**config.mk**
```make
export PLATFORM = sky130hd
export DESIGN_NAME = schedule_frame_slicer_top
export DESIGN_NICKNAME = d
export VERILOG_FILES = /design/src/sv/sfs_pkg.sv /design/src/sv/sfs_queue.sv /design/src/sv/sfs_front.sv /design/src/sv/sfs_back.sv /design/src/sv/schedule_frame_slicer_top.sv
export SDC_FILE = /design/constraint.sdc
export NUM_CORES = 1
export LEC_CHECK = 0
export BUFFER_PORTS_ARGS = -buffer_cell sky130_fd_sc_hd__buf_4
export CORE_UTILIZATION = 40
export CTS_CLUSTER_SIZE = 14
export DETAILED_ROUTE_END_ITERATION = 7
export SLEW_MARGIN = 20
export SYNTH_ARGS = -nofsm -noshare
export SYNTH_HDL_FRONTEND = slang
export SYNTH_HIERARCHICAL = 1
export SYNTH_SLANG_ARGS = --single-unit
```
**constraint.sdc**
```tcl
create_clock -name clk -period 16.5 [get_ports clk]
set_input_delay 2.475 -clock clk [delete_from_list [all_inputs] [get_ports clk]]
set_output_delay 2.475 -clock clk [all_outputs]
set_load 0.02 [all_outputs]
```
**src/sv/sfs_pkg.sv**
```systemverilog
`default_nettype none
// ---------------------------------------------------------------------------
// sfs_pkg
// Shared widths, codes and types for the schedule frame slicer.
// ---------------------------------------------------------------------------
package sfs_pkg;

    localparam int TASK_W         = 16;
    localparam int TIME_W         = 32;
    localparam int SUM_W          = TIME_W + 1;
    localparam int ADDR_W         = 3;
    localparam int DATA_W         = 32;
    localparam int MAX_SLICES_DEF = 64;

    // register index of frame_length (paddr[2])
    localparam logic REG_FRAME_LENGTH = 1'b0;

    typedef enum logic [1:0] {
        ST_OK        = 2'd0,
        ST_BACKWARDS = 2'd1,
        ST_TOO_LONG  = 2'd2
    } status_t;

    typedef enum logic [1:0] {
        F_IDLE,
        F_WAIT,
        F_CHECK
    } front_state_t;

    typedef enum logic [1:0] {
        B_IDLE,
        B_FIRST,
        B_BODY
    } back_state_t;

    // one classified task span, front to back
    typedef struct packed {
        logic [TASK_W-1:0] task_id;
        logic [TIME_W-1:0] dur;
        logic [SUM_W-1:0]  sum;
        logic              last;
        status_t           status;
    } job_t;

    // back end status seen by the front
    typedef struct packed {
        logic              idle;
        logic [TIME_W-1:0] fill;
    } back_stat_t;

endpackage : sfs_pkg
`default_nettype wire

```
**src/sv/sfs_queue.sv**
```systemverilog
`default_nettype none
// ---------------------------------------------------------------------------
// sfs_queue
// Two-entry job queue between the classifying front and the slicing back.
// ---------------------------------------------------------------------------
module sfs_queue
    import sfs_pkg::*;
(
    input  wire logic clk,
    input  wire logic rst_n,
    input  wire logic push,
    input  job_t      push_job,
    output logic      q_ready,
    input  wire logic pop,
    output job_t      pop_job,
    output logic      q_valid
);

    job_t        mem_reg [2];
    logic        wr_ptr_reg;
    logic        wr_ptr_next;
    logic        rd_ptr_reg;
    logic        rd_ptr_next;
    logic [1:0]  count_reg;
    logic [1:0]  count_next;
    logic        do_push;
    logic        do_pop;

    assign q_valid = (count_reg != 2'd0);
    assign q_ready = (count_reg != 2'd2);
    assign do_push = push && q_ready;
    assign do_pop  = pop && q_valid;
    assign pop_job = mem_reg[rd_ptr_reg];

    always_comb
    begin
        wr_ptr_next = do_push ? ~wr_ptr_reg : wr_ptr_reg;
        rd_ptr_next = do_pop ? ~rd_ptr_reg : rd_ptr_reg;
        count_next  = count_reg;
        if (do_push && !do_pop)
        begin
            count_next = count_reg + 2'd1;
        end
        else if (do_pop && !do_push)
        begin
            count_next = count_reg - 2'd1;
        end
    end

    always_ff @(posedge clk or negedge rst_n)
    begin
        if (!rst_n)
        begin
            wr_ptr_reg <= 1'b0;
            rd_ptr_reg <= 1'b0;
            count_reg  <= 2'd0;
        end
        else
        begin
            wr_ptr_reg <= wr_ptr_next;
            rd_ptr_reg <= rd_ptr_next;
            count_reg  <= count_next;
        end
    end

    always_ff @(posedge clk)
    begin
        if (do_push)
        begin
            mem_reg[wr_ptr_reg] <= push_job;
        end
    end

    a_no_pop_when_empty: assert property (@(posedge clk) disable iff (!rst_n)
        pop |-> count_reg != 2'd0)
        else $error("queue popped while empty");

endmodule : sfs_queue
`default_nettype wire

```
**src/sv/sfs_front.sv**
```systemverilog
`default_nettype none
// ---------------------------------------------------------------------------
// sfs_front
// Accepts schedule entries, keeps the previous entry, derives the task span
// and classifies it (ok, backwards start, too many slices) into a job.
// ---------------------------------------------------------------------------
module sfs_front
    import sfs_pkg::*;
#(
    parameter int MAX_SLICES = MAX_SLICES_DEF
)
(
    input  wire logic              clk,
    input  wire logic              rst_n,
    input  wire logic              in_valid,
    output logic                   in_ready,
    input  wire logic [TASK_W-1:0] task_id,
    input  wire logic [TIME_W-1:0] entry_start,
    input  wire logic              last_entry,
    input  wire logic [TIME_W-1:0] frame_length,
    input  back_stat_t             back_stat,
    input  wire logic              q_valid,
    input  wire logic              q_ready,
    output logic                   push,
    output job_t                   push_job
);

    localparam int LIM_W = TIME_W + $clog2(MAX_SLICES);

    front_state_t      state_reg;
    front_state_t      state_next;
    logic [TASK_W-1:0] prev_task_reg;
    logic [TIME_W-1:0] prev_start_reg;
    logic              have_prev_reg;
    logic [TASK_W-1:0] cur_task_reg;
    logic [TIME_W-1:0] cur_start_reg;
    logic              cur_last_reg;
    logic              backwards_reg;
    logic [TIME_W-1:0] dur_reg;
    logic [SUM_W-1:0]  sum_reg;
    logic [LIM_W-1:0]  lim_reg;
    logic              accept;
    logic              drained;
    status_t           job_status;

    assign accept  = in_valid && in_ready;
    assign drained = back_stat.idle && !q_valid;

    // next state
    always_comb
    begin
        state_next = state_reg;
        unique case (state_reg)
            F_IDLE:
            begin
                if (accept && have_prev_reg)
                begin
                    state_next = F_WAIT;
                end
            end
            F_WAIT:
            begin
                if (drained)
                begin
                    state_next = F_CHECK;
                end
            end
            F_CHECK:
            begin
                state_next = F_IDLE;
            end
            default:
            begin
                state_next = F_IDLE;
            end
        endcase
    end

    // outputs
    always_comb
    begin
        priority if (backwards_reg)
        begin
            job_status = ST_BACKWARDS;
        end
        else if (LIM_W'(sum_reg) > lim_reg)
        begin
            job_status = ST_TOO_LONG;
        end
        else
        begin
            job_status = ST_OK;
        end
        in_ready         = (state_reg == F_IDLE);
        push             = (state_reg == F_CHECK);
        push_job.task_id = prev_task_reg;
        push_job.dur     = dur_reg;
        push_job.sum     = sum_reg;
        push_job.last    = cur_last_reg;
        push_job.status  = job_status;
    end

    always_ff @(posedge clk or negedge rst_n)
    begin
        if (!rst_n)
        begin
            state_reg      <= F_IDLE;
            have_prev_reg  <= 1'b0;
            prev_task_reg  <= '0;
            prev_start_reg <= '0;
        end
        else
        begin
            state_reg <= state_next;
            if (accept && !have_prev_reg && !last_entry)
            begin
                prev_task_reg  <= task_id;
                prev_start_reg <= entry_start;
                have_prev_reg  <= 1'b1;
            end
            else if (push)
            begin
                if (cur_last_reg)
                begin
                    prev_task_reg  <= '0;
                    prev_start_reg <= '0;
                    have_prev_reg  <= 1'b0;
                end
                else if (job_status == ST_OK)
                begin
                    prev_task_reg  <= cur_task_reg;
                    prev_start_reg <= cur_start_reg;
                end
            end
        end
    end

    always_ff @(posedge clk)
    begin
        lim_reg <= LIM_W'(frame_length) * LIM_W'(MAX_SLICES - 1);
        if (accept)
        begin
            cur_task_reg  <= task_id;
            cur_start_reg <= entry_start;
            cur_last_reg  <= last_entry;
            backwards_reg <= (entry_start < prev_start_reg);
            dur_reg       <= entry_start - prev_start_reg;
        end
        // fill is final once the back has drained
        if (state_reg == F_WAIT && drained)
        begin
            sum_reg <= SUM_W'(back_stat.fill) + SUM_W'(dur_reg);
        end
    end

    a_push_has_room: assert property (@(posedge clk) disable iff (!rst_n)
        push |-> q_ready)
        else $error("job pushed into a full queue");

endmodule : sfs_front
`default_nettype wire

```
**src/sv/sfs_back.sv**
```systemverilog
`default_nettype none
// ---------------------------------------------------------------------------
// sfs_back
// Cuts each job into frame slices, one slice per cycle while the output is free,
// into an output register, and keeps the fill of the open frame.
// ---------------------------------------------------------------------------
module sfs_back
    import sfs_pkg::*;
(
    input  wire logic              clk,
    input  wire logic              rst_n,
    input  wire logic [TIME_W-1:0] frame_length,
    input  wire logic              fill_clear,
    input  wire logic              q_valid,
    input  job_t                   pop_job,
    output logic                   pop,
    output back_stat_t             back_stat,
    output logic                   out_valid,
    input  wire logic              out_ready,
    output logic [TASK_W-1:0]      slice_task,
    output logic [TIME_W-1:0]      slice_length,
    output logic                   frame_end,
    output logic [1:0]             status,
    output logic                   run_last
);

    back_state_t       state_reg;
    back_state_t       state_next;
    job_t              job_reg;
    job_t              job_next;
    logic [SUM_W-1:0]  rem_reg;
    logic [SUM_W-1:0]  rem_next;
    logic [TIME_W-1:0] fill_reg;
    logic [TIME_W-1:0] fill_next;
    logic              out_valid_reg;
    logic              out_valid_next;
    logic [TASK_W-1:0] slice_task_reg;
    logic [TASK_W-1:0] slice_task_next;
    logic [TIME_W-1:0] slice_length_reg;
    logic [TIME_W-1:0] slice_length_next;
    logic              frame_end_reg;
    logic              frame_end_next;
    status_t           status_reg;
    status_t           status_next;
    logic              run_last_reg;
    logic              run_last_next;
    logic [SUM_W-1:0]  f_wide;
    logic              out_free;
    logic              sum_le;
    logic              sum_eq;
    logic              rem_ge;
    logic              rem_eq;

    assign f_wide   = SUM_W'(frame_length);
    assign out_free = !out_valid_reg || out_ready;
    assign sum_le   = (job_reg.sum <= f_wide);
    assign sum_eq   = (job_reg.sum == f_wide);
    assign rem_ge   = (rem_reg >= f_wide);
    assign rem_eq   = (rem_reg == f_wide);

    assign back_stat.idle = (state_reg == B_IDLE);
    assign back_stat.fill = fill_reg;

    assign out_valid    = out_valid_reg;
    assign slice_task   = slice_task_reg;
    assign slice_length = slice_length_reg;
    assign frame_end    = frame_end_reg;
    assign status       = status_reg;
    assign run_last     = run_last_reg;

    // next state
    always_comb
    begin
        state_next = state_reg;
        unique case (state_reg)
            B_IDLE:
            begin
                if (q_valid)
                begin
                    state_next = B_FIRST;
                end
            end
            B_FIRST:
            begin
                if (out_free)
                begin
                    state_next = (job_reg.status != ST_OK || sum_le) ? B_IDLE : B_BODY;
                end
            end
            B_BODY:
            begin
                if (out_free && (!rem_ge || rem_eq))
                begin
                    state_next = B_IDLE;
                end
            end
            default:
            begin
                state_next = B_IDLE;
            end
        endcase
    end

    // datapath and outputs
    always_comb
    begin
        pop               = (state_reg == B_IDLE) && q_valid;
        job_next          = pop ? pop_job : job_reg;
        rem_next          = rem_reg;
        fill_next         = fill_reg;
        out_valid_next    = out_valid_reg && !out_ready;
        slice_task_next   = slice_task_reg;
        slice_length_next = slice_length_reg;
        frame_end_next    = frame_end_reg;
        status_next       = status_reg;
        run_last_next     = run_last_reg;

        if (out_free && state_reg != B_IDLE)
        begin
            out_valid_next  = 1'b1;
            slice_task_next = job_reg.task_id;
            status_next     = ST_OK;
            unique case (state_reg)
                B_FIRST:
                begin
                    priority if (job_reg.status != ST_OK)
                    begin
                        slice_length_next = '0;
                        frame_end_next    = 1'b0;
                        status_next       = job_reg.status;
                        run_last_next     = 1'b1;
                        fill_next         = job_reg.last ? '0 : fill_reg;
                    end
                    else if (sum_le)
                    begin
                        slice_length_next = job_reg.dur;
                        frame_end_next    = sum_eq || job_reg.last;
                        run_last_next     = 1'b1;
                        fill_next         = (sum_eq || job_reg.last) ? '0
                                            : job_reg.sum[TIME_W-1:0];
                    end
                    else
                    begin
                        // close the open frame, carry the rest
                        slice_length_next = frame_length - fill_reg;
                        frame_end_next    = 1'b1;
                        run_last_next     = 1'b0;
                        rem_next          = job_reg.sum - f_wide;
                    end
                end
                B_BODY:
                begin
                    if (rem_ge)
                    begin
                        slice_length_next = frame_length;
                        frame_end_next    = 1'b1;
                        run_last_next     = rem_eq;
                        rem_next          = rem_reg - f_wide;
                        if (rem_eq)
                        begin
                            fill_next = '0;
                        end
                    end
                    else
                    begin
                        slice_length_next = rem_reg[TIME_W-1:0];
                        frame_end_next    = job_reg.last;
                        run_last_next     = 1'b1;
                        fill_next         = job_reg.last ? '0 : rem_reg[TIME_W-1:0];
                    end
                end
                default:
                begin
                    out_valid_next = out_valid_reg && !out_ready;
                end
            endcase
        end

        if (fill_clear)
        begin
            fill_next = '0;
        end
    end

    always_ff @(posedge clk or negedge rst_n)
    begin
        if (!rst_n)
        begin
            state_reg     <= B_IDLE;
            fill_reg      <= '0;
            out_valid_reg <= 1'b0;
        end
        else
        begin
            state_reg     <= state_next;
            fill_reg      <= fill_next;
            out_valid_reg <= out_valid_next;
        end
    end

    always_ff @(posedge clk)
    begin
        job_reg          <= job_next;
        rem_reg          <= rem_next;
        slice_task_reg   <= slice_task_next;
        slice_length_reg <= slice_length_next;
        frame_end_reg    <= frame_end_next;
        status_reg       <= status_next;
        run_last_reg     <= run_last_next;
    end

    a_error_single: assert property (@(posedge clk) disable iff (!rst_n)
        out_valid_reg && status_reg != ST_OK |-> run_last_reg && slice_length_reg == '0)
        else $error("error result not a single empty slice");

    a_mid_slice_closes: assert property (@(posedge clk) disable iff (!rst_n)
        out_valid_reg && !run_last_reg |-> frame_end_reg && status_reg == ST_OK)
        else $error("non-final slice does not close a frame");

    a_body_has_rest: assert property (@(posedge clk) disable iff (!rst_n)
        state_reg == B_BODY |-> rem_reg != '0 && job_reg.status == ST_OK)
        else $error("slicing loop entered with nothing left");

endmodule : sfs_back
`default_nettype wire

```
**src/sv/schedule_frame_slicer_top.sv**
```systemverilog
`default_nettype none
// Path: an entry that closes a task span passes F_WAIT and F_CHECK, the job queue
//   and B_FIRST before its first slice is registered; a first entry gives no result.
// Throughput: one slice per cycle out of the slicing loop while out_ready holds;
//   classification of an entry waits until the back end is idle and the queue
//   is empty, for the open frame fill left by the slicing of the entry before.
// Reset: rst_n clears the previous entry, the frame fill and frame_length to 1.
// ---------------------------------------------------------------------------
// schedule_frame_slicer_top
// Cuts schedule task spans into frame job slices; APB register frame_length.
// ---------------------------------------------------------------------------
module schedule_frame_slicer_top
    import sfs_pkg::*;
#(
    parameter int MAX_SLICES = MAX_SLICES_DEF
)
(
    input  wire logic              clk,
    input  wire logic              rst_n,
    input  wire logic              psel,
    input  wire logic              penable,
    input  wire logic              pwrite,
    input  wire logic [ADDR_W-1:0] paddr,
    input  wire logic [DATA_W-1:0] pwdata,
    output logic [DATA_W-1:0]      prdata,
    output logic                   pready,
    input  wire logic              in_valid,
    output logic                   in_ready,
    input  wire logic [TASK_W-1:0] task_id,
    input  wire logic [TIME_W-1:0] entry_start,
    input  wire logic              last_entry,
    output logic                   out_valid,
    input  wire logic              out_ready,
    output logic [TASK_W-1:0]      slice_task,
    output logic [TIME_W-1:0]      slice_length,
    output logic                   frame_end,
    output logic [1:0]             status,
    output logic                   run_last
);

    logic [TIME_W-1:0] frame_length_reg;
    logic              reg_sel;
    logic              fl_write;
    logic              push;
    logic              pop;
    logic              q_valid;
    logic              q_ready;
    job_t              push_job;
    job_t              pop_job;
    back_stat_t        back_stat;

    assign pready   = 1'b1;
    assign reg_sel  = (paddr[2] == REG_FRAME_LENGTH);
    // drop writes of zero
    assign fl_write = psel && penable && pwrite && pready && reg_sel && (pwdata != '0);
    assign prdata   = reg_sel ? DATA_W'(frame_length_reg) : '0;

    always_ff @(posedge clk or negedge rst_n)
    begin
        if (!rst_n)
        begin
            frame_length_reg <= TIME_W'(1);
        end
        else if (fl_write)
        begin
            frame_length_reg <= pwdata[TIME_W-1:0];
        end
    end

    sfs_front #(
        .MAX_SLICES (MAX_SLICES)
    ) u_front (
        .clk          (clk),
        .rst_n        (rst_n),
        .in_valid     (in_valid),
        .in_ready     (in_ready),
        .task_id      (task_id),
        .entry_start  (entry_start),
        .last_entry   (last_entry),
        .frame_length (frame_length_reg),
        .back_stat    (back_stat),
        .q_valid      (q_valid),
        .q_ready      (q_ready),
        .push         (push),
        .push_job     (push_job)
    );

    sfs_queue u_queue (
        .clk      (clk),
        .rst_n    (rst_n),
        .push     (push),
        .push_job (push_job),
        .q_ready  (q_ready),
        .pop      (pop),
        .pop_job  (pop_job),
        .q_valid  (q_valid)
    );

    sfs_back u_back (
        .clk          (clk),
        .rst_n        (rst_n),
        .frame_length (frame_length_reg),
        .fill_clear   (fl_write),
        .q_valid      (q_valid),
        .pop_job      (pop_job),
        .pop          (pop),
        .back_stat    (back_stat),
        .out_valid    (out_valid),
        .out_ready    (out_ready),
        .slice_task   (slice_task),
        .slice_length (slice_length),
        .frame_end    (frame_end),
        .status       (status),
        .run_last     (run_last)
    );

endmodule : schedule_frame_slicer_top
`default_nettype wire
```
==> flow_summary.toml, run 1 <==
[status]
status = "finished clean"

[route]
dr_total_vias = 25100
wire_per_inst_um = 20.9
firstDrtPassIters = 6
via_per_inst = 5.42
drc = 0
ant_nets = 0
drt_iter0_drc = 1762
drt-total-wl_mm = 96.4

[sta]
slew_headroom = 0.253
worst_pin_slew_ns = 1.12
hold_ws_ns = 0.420
rsz0062_at_grt = "no"
slew_viol_final = 0
setup_violations = 0
max_freq_mhz = 178
tns_ns = 0
final_hold_viol_count = 0
clock_skew_ns = 0.0417
min_period_over_period = 0.340
period_needed_ns = 5.61

[layout]
final_core_util = 0.460
drive_above_1_share = 0.133
layout_common_cells = "edfxtp_1, inv_1, a21oi_1"
register_area_um2 = 17400
multi_input_area_um2 = 17600
final_common_cell = "edfxtp_1"
syn_to_final_growth_pct = 13.6
largest_register_ffs = 168
fillers = 8188
finalNonFillerCells = 4618
nets = 3811

[placement]
globalplace.congestion = 0.905
dp_hpwl_mm = 70.6
io_buffer_count = 174
placed_cells = 4483

[setup_path]
r2r_cells = 16
r2r_start = "frame_length_reg[3]"
r2r_slack_ns = 11.30
critPathLaunch = "paddr[2]"
end_kind = "primary output"
crit_type = "input port to primary output"
arrival_ns = 3.13
worstPathRequired_ns = 14.03
crit_path_max_fanout = 33
r2r-end = "u_front/lim_reg[30]"
endpoint = "prdata[24]"
start_kind = "input port"

[die]
die_h_um = 305
rows = 110
core_um2 = 90400
fp.dieArea_um2 = 92800
die_w_um = 305
initial_utilization = 0.405
ioPinCount = 178

[synth]
synth_xor_area_frac = 0.0387
yosys.area_share.simple = 0.0931
ys_warn_count = 6
ys_seq_area_frac = 0.475
synthFlopType = "edfxtp_1"
synth-edff-count = 452
ys_ff_latch = 612
synth_area_um2 = 36600
synth.distinct_cells = 96
synth-adder-area-share = 0.135
synth_compound_area_frac = 0.139
async_flop_share = 0.199
muxShareOfSynthArea = 0.0714
synthCells = 3212
synthesis.nets = 3642
synth_top_family_by_area = "compound AO/OA/AOI/OAI gates"
syn_area_per_cell_um2 = 11.4

[cts]
cts_resized = 0
clk_pin_slew_worst_paths_ns = 0.06
ctsHoldBuffers = 0
clkLatencyLatePin_ns = 0.65
root_buffer = "clkbuf_16"
max-clock-path-buffers = 3
cts_tree = "done"
numCtsBuffers = 72
htreeDepth = 3
post-cts-setup-buffers = 0
cts.sinks = 612

[global_route]
grt_pass1_wl_mm = 147
antenna_found_initial = 2
grt_max_degree = 75
grt_pass1_vias = 25000
grt_overflow = 0
grt.total_usage = 0.207

[job]
cap_violations = 0

[min_path]
worstHoldPathType = "register to register"
-- cell usage after synthesis (all sizes together) (51+ instances only) --
| cell type | instances | area [um2] |
|---|---|---|
| mux2 | 148 | 1670 |
| xnor2 | 102 | 893 |
| nor2 | 152 | 589 |
| fa | 96 | 1920 |
| xor2 | 60 | 526 |
| nor2b | 60 | 375 |
| a21o | 93 | 699 |
| edfxtp | 452 | 13600 |
| inv | 315 | 1180 |
| clkbuf | 57 | 219 |
| nand2 | 149 | 559 |
| nor3b | 51 | 383 |
| dfrtp | 121 | 3030 |
| ha | 243 | 3040 |
| mux2i | 95 | 951 |
| a21oi | 276 | 1390 |
| o21ai | 140 | 723 |
-- final cells by class --
cell class,count,share of cell area
Sequential cell,612,0.418
Timing Repair Buffer,196,0.0354
Clock buffer,84,0.0449
Tap cell,1176,0.0354
Clock inverter,50,0.0156
Inverter,315,0.0284
Multi-Input combinational cell,2184,0.422
Antenna cell,1,0.0000601
-- critical path, stage by stage --
cell and delay, ns:
buf_4 0.36, nor2b_1 0.10, buf_4 0.17
-- cells by family (layout without fill, tap and decap cells) --
kind of cell,after synthesis,count (layout)
XOR/XNOR,162,162
adder cells (fa/ha/maj),339,339
buffers and inverters,416,645
AO/OA/AOI/OAI,787,787
other,1,2
flip-flops,612,612
AND/OR/NAND/NOR,652,652
multiplexers,243,243
-- worst min-delay path by stage --
stage                  startpoint                   end  slack (ns)  depth (start not counted)
3_5_place_dp   u_back/job_reg[71]  u_back/slice_task[3]        0.41                          0
3_3_place_gp   u_back/job_reg[71]  u_back/slice_task[3]        0.40                          0
5_1_grt        u_back/job_reg[74]  u_back/slice_task[6]        0.43                          0
4_1_cts        u_back/job_reg[74]  u_back/slice_task[6]        0.42                          0
2_1_floorplan  u_back/job_reg[68]  u_back/slice_task[0]        0.40                          0
6_report       u_back/job_reg[73]  u_back/slice_task[5]        0.42                          0
-- layer usage --
layer	up-vias	share of wire	track usage
li1	12100	-	-
met2	719	0.45	0.327
met4	0	0.035	0.0781
met5	-	0	0
met1	12100	0.46	0.281
met3	142	0.059	0.0392
-- per-stage QoR --
step | cell area (um2) | setup WS [ns]
after floorplan | 36600 | 9.76
after global placement | 39100 | 10.49
after detailed placement | 39100 | 10.51
after CTS | 41600 | 10.87
after global routing | 41600 | 10.82
final | 41600 | 10.89
Power of run 1 is not shown: default switching activity piles up to over one toggle a cycle in this logic, so the estimate is an artifact.
==> inputs of run 2 (changes only) <==
==> constraint.sdc (replaced) <==
create_clock -name clk -period 4.6 [get_ports clk]
set_input_delay 0.69 -clock clk [delete_from_list [all_inputs] [get_ports clk]]
set_output_delay 0.69 -clock clk [all_outputs]
set_load 0.02 [all_outputs]
==> flow_summary.toml, run 2 (same netlist as run 1, synthesis figures left out) <==
[sta]
min_period_over_period = 0.966
clock_skew_ns = 0.0397
setup_violations = 0
max_freq_mhz = 225
period_needed_ns = 4.44
slew_viol_final = 0
slew_headroom = 0.363
final_hold_viol_count = 0
tns_ns = 0
rsz0062_at_grt = "no"
worst_pin_slew_ns = 0.955

[layout]
drive_above_1_share = 0.154
final_common_cell = "edfxtp_1"
nets = 3886
largest_register_ffs = 168
layout_common_cells = "edfxtp_1, inv_1, a21oi_1"
syn_to_final_growth_pct = 15.1
fillers = 8287
finalNonFillerCells = 4692

[route]
firstDrtPassIters = 5
drt_iter0_drc = 1322
wire_per_inst_um = 20.8
ant_nets = 0
drt-total-wl_mm = 97.4
via_per_inst = 5.39
dr_total_vias = 25300
drc = 0

[die]
fp.dieArea_um2 = 92800
rows = 110
die_h_um = 305
initial_utilization = 0.405
ioPinCount = 178
core_um2 = 90400
die_w_um = 305

[global_route]
grt_pass1_wl_mm = 148
grt_max_degree = 98
antenna_found_initial = 4
grt.total_usage = 0.208
grt_pass1_vias = 25700
grt_overflow = 0

[setup_path]
arrival_ns = 4.99
crit_chain = "inv_1 > fa_1 > fa_1 > inv_1 > fa_1 > ha_1 > o211ai_1 > a21oi_1 > a211oi_2 > o31ai_1 > buf_4 > a31o_2 > a221oi_1 > o31ai_1 > xor2_1"
worstPathRequired_ns = 5.14
crit_path_max_fanout = 6
crit_type = "register to register"
cp_top_family = "adder cells"
crit_top_cell = "fa_1"
cpMaxStageDelayCell = "fa_1"
start_kind = "register"
critPathBufInv = 3
critPathMaxStageDelay_ns = 0.53
end_kind = "register"

[cts]
ctsHoldBuffers = 0
cts_tree = "done"
cts.sinks = 612
clkLatencyLatePin_ns = 0.63
max-clock-path-buffers = 3
root_buffer = "clkbuf_16"
clk_pin_slew_worst_paths_ns = 0.06
numCtsBuffers = 71
post-cts-setup-buffers = 0
htreeDepth = 3

[status]
status = "finished clean"

[min_path]
worstHoldPathType = "input port to asynchronous set/reset pin"

[placement]
placed_cells = 4559
globalplace.congestion = 0.939
dp_hpwl_mm = 74.0
io_buffer_count = 174

[job]
cap_violations = 0
## run 2: metrics by stage
step | utilization | hold WS (ns) | worst slack [ns] | cell area [um2]
after floorplan | - | 0.394 | -0.172 | 36600
after CTS | 0.466 | 0.141 | 0.0998 | 42100
after global placement | 0.439 | 0.402 | 0.177 | 39700
final | 0.466 | 0.124 | 0.156 | 42200
after global routing | 0.466 | 0.162 | 0.0259 | 42200
after detailed placement | 0.439 | 0.405 | 0.135 | 39700
## run 2: worst register-to-register path, cell delays in order, from the launching register on
cell	delay, ns
dfrtp_1	0.52
inv_1	0.14
fa_1	0.53
fa_1	0.51
inv_1	0.05
fa_1	0.48
ha_1	0.39
o211ai_1	0.11
a21oi_1	0.17
a211oi_2	0.08
o31ai_1	0.29
buf_4	0.20
a31o_2	0.29
a221oi_1	0.14
o31ai_1	0.31
xor2_1	0.16
## run 2: layout make-up
cell class	instances	area (um2)	area share
clock inverters	44	484	0.0115
inverters	315	1180	0.0281
multi-input cells	2184	17600	0.417
flip-flops and latches	612	17400	0.413
diodes	1	2.50	0.0000594
well taps	1176	1470	0.0349
clock buffers	88	1920	0.0456
repair buffers	272	2110	0.0500
## run 2: what timing repair did
item | 4_1_cts | 5_1_grt
hold endpoints to repair | 0 | 0
resized for setup | 0 | 9
setup endpoints to repair | 0 | 6
## run 2: path summary, 6_finish.rpt
check                                     from                   endpoint  slack, ns  cells after the start
max                        frame_length_reg[8]        u_front/lim_reg[35]       0.16                     15
min                                      rst_n  u_front/prev_start_reg[1]       0.12                      1
max reg2reg                frame_length_reg[8]        u_front/lim_reg[35]       0.16                     15
min reg2reg                 u_back/job_reg[70]       u_back/slice_task[2]       0.42                      0
max in group asynchronous                rst_n        u_back/fill_reg[11]       3.46                      2
min in group clk                   task_id[12]   u_front/cur_task_reg[12]       0.25                      1
## run 2: per-layer routing
layer,part of all wire,routed length (um),vias to the layer above,track usage
met3,0.048,4720,149,0.0292
met5,0.00017,17,-,0
met1,0.46,44800,12300,0.285
met2,0.46,44600,607,0.337
li1,-,-,12200,-
met4,0.033,3210,2,0.0763
Power of run 2 is left out for the same reason.
==> inputs of run 3 (changes only) <==
==> constraint.sdc (replaced) <==
create_clock -name clk -period 5 [get_ports clk]
set_input_delay 0.75 -clock clk [delete_from_list [all_inputs] [get_ports clk]]
set_output_delay 0.75 -clock clk [all_outputs]
set_load 0.02 [all_outputs]
==> flow_summary.toml, run 3 (same netlist as run 1, synthesis figures left out) <==
[status]
status = "finished clean"

[sta]
max_freq_mhz = 219
worst_pin_slew_ns = 0.982
hold_ws_ns = 0.187
tns_ns = 0
final_hold_viol_count = 0
slew_headroom = 0.345
rsz0062_at_grt = "no"
min_period_over_period = 0.914
setup_violations = 0
clock_skew_ns = 0.0235
period_needed_ns = 4.57
slew_viol_final = 0

[route]
drt_iter0_drc = 1691
drc = 0
ant_nets = 0
wire_per_inst_um = 20.6
firstDrtPassIters = 5
via_per_inst = 5.39
dr_total_vias = 25100
drt-total-wl_mm = 95.9

[die]
initial_utilization = 0.405
core_um2 = 90400
die_h_um = 305
fp.dieArea_um2 = 92800
ioPinCount = 178
rows = 110
die_w_um = 305

[min_path]
worstHoldPathType = "input port to asynchronous set/reset pin"

[global_route]
antenna_found_initial = 1
grt_overflow = 0
grt_pass1_vias = 25200
grt_pass1_wl_mm = 147
grt_max_degree = 90
grt.total_usage = 0.207

[layout]
register_area_um2 = 17400
largest_register_ffs = 168
syn_to_final_growth_pct = 14.4
drive_above_1_share = 0.143
layout_common_cells = "edfxtp_1, inv_1, a21oi_1"
multi_input_area_um2 = 17600
final_common_cell = "edfxtp_1"
num_antenna_cells = 0
fillers = 8238
nets = 3846

[cts]
ctsHoldBuffers = 0
cts.sinks = 612
htreeDepth = 3
clkLatencyLatePin_ns = 0.64
cts_tree = "done"
root_buffer = "clkbuf_16"
max-clock-path-buffers = 3
cts_resized = 0
numCtsBuffers = 73
clk_pin_slew_worst_paths_ns = 0.06
post-cts-setup-buffers = 0

[placement]
globalplace.congestion = 0.922
dp_hpwl_mm = 73.0
io_buffer_count = 174

[setup_path]
arrival_ns = 5.13
start_kind = "register"
crit_type = "register to register"
r2r_slack_ns = 0.43
crit_path_max_fanout = 8
worstPathRequired_ns = 5.56
r2r_start = "frame_length_reg[9]"
end_kind = "register"
r2r-end = "u_front/lim_reg[34]"
r2r_cells = 15

[job]
cap_violations = 0
==> run 3: worst max path at each step <==
| stage | from | to | slack (ns) | depth (start not counted) |
|---|---|---|---|---|
| 4_1_cts | frame_length_reg[9] | u_front/lim_reg[30] | 0.47 | 15 |
| 5_1_grt | frame_length_reg[9] | u_front/lim_reg[30] | 0.19 | 15 |
| 3_3_place_gp | frame_length_reg[9] | u_front/lim_reg[30] | 0.53 | 15 |
| 2_1_floorplan | u_back/state_reg[0] | u_front/sum_reg[0] | 0.23 | 5 |
| 6_report | frame_length_reg[9] | u_front/lim_reg[34] | 0.43 | 15 |
| 3_5_place_dp | frame_length_reg[15] | u_front/lim_reg[30] | 0.51 | 13 |
==> run 3: worst max-delay path, cell delays in order, from the launching register on <==
cell     delay [ns]
dfrtp_1        0.61
inv_1          0.11
fa_1           0.59
fa_1           0.46
fa_1           0.51
inv_1          0.04
ha_1           0.32
a21oi_1        0.25
o21ai_0        0.16
a31oi_1        0.17
o21ai_0        0.10
buf_4          0.18
o31ai_1        0.38
o21ai_0        0.21
a31oi_1        0.25
xnor2_1        0.14
==> run 3: stage by stage <==
stage / util / setup WS (ns) / area [um2] / instances
2_1_floorplan: - / 0.228 / 36600 / 3212
6_report: 0.463 / 0.430 / 41900 / 4652
4_1_cts: 0.463 / 0.475 / 41900 / 4652
3_5_place_dp: 0.436 / 0.513 / 39400 / 4517
5_1_grt: 0.463 / 0.195 / 41900 / 4652
3_3_place_gp: 0.436 / 0.529 / 39400 / 4517
==> run 3: area by class of cell <==
class / instances / area share
sequential: 612 / 0.415
timing repair buffer: 230 / 0.0425
clock inverter: 40 / 0.0120
inverter: 315 / 0.0283
multi-input combinational: 2184 / 0.419
clock buffer: 95 / 0.0477
tap: 1176 / 0.0351
==> run 3: layer usage <==
metal  wire [um]  GRT usage
met3        4640     0.0255
met4        3190     0.0788
met1       45000      0.292
met2       43000      0.324
met5          17          0
Power of run 3 is left out for the same reason.
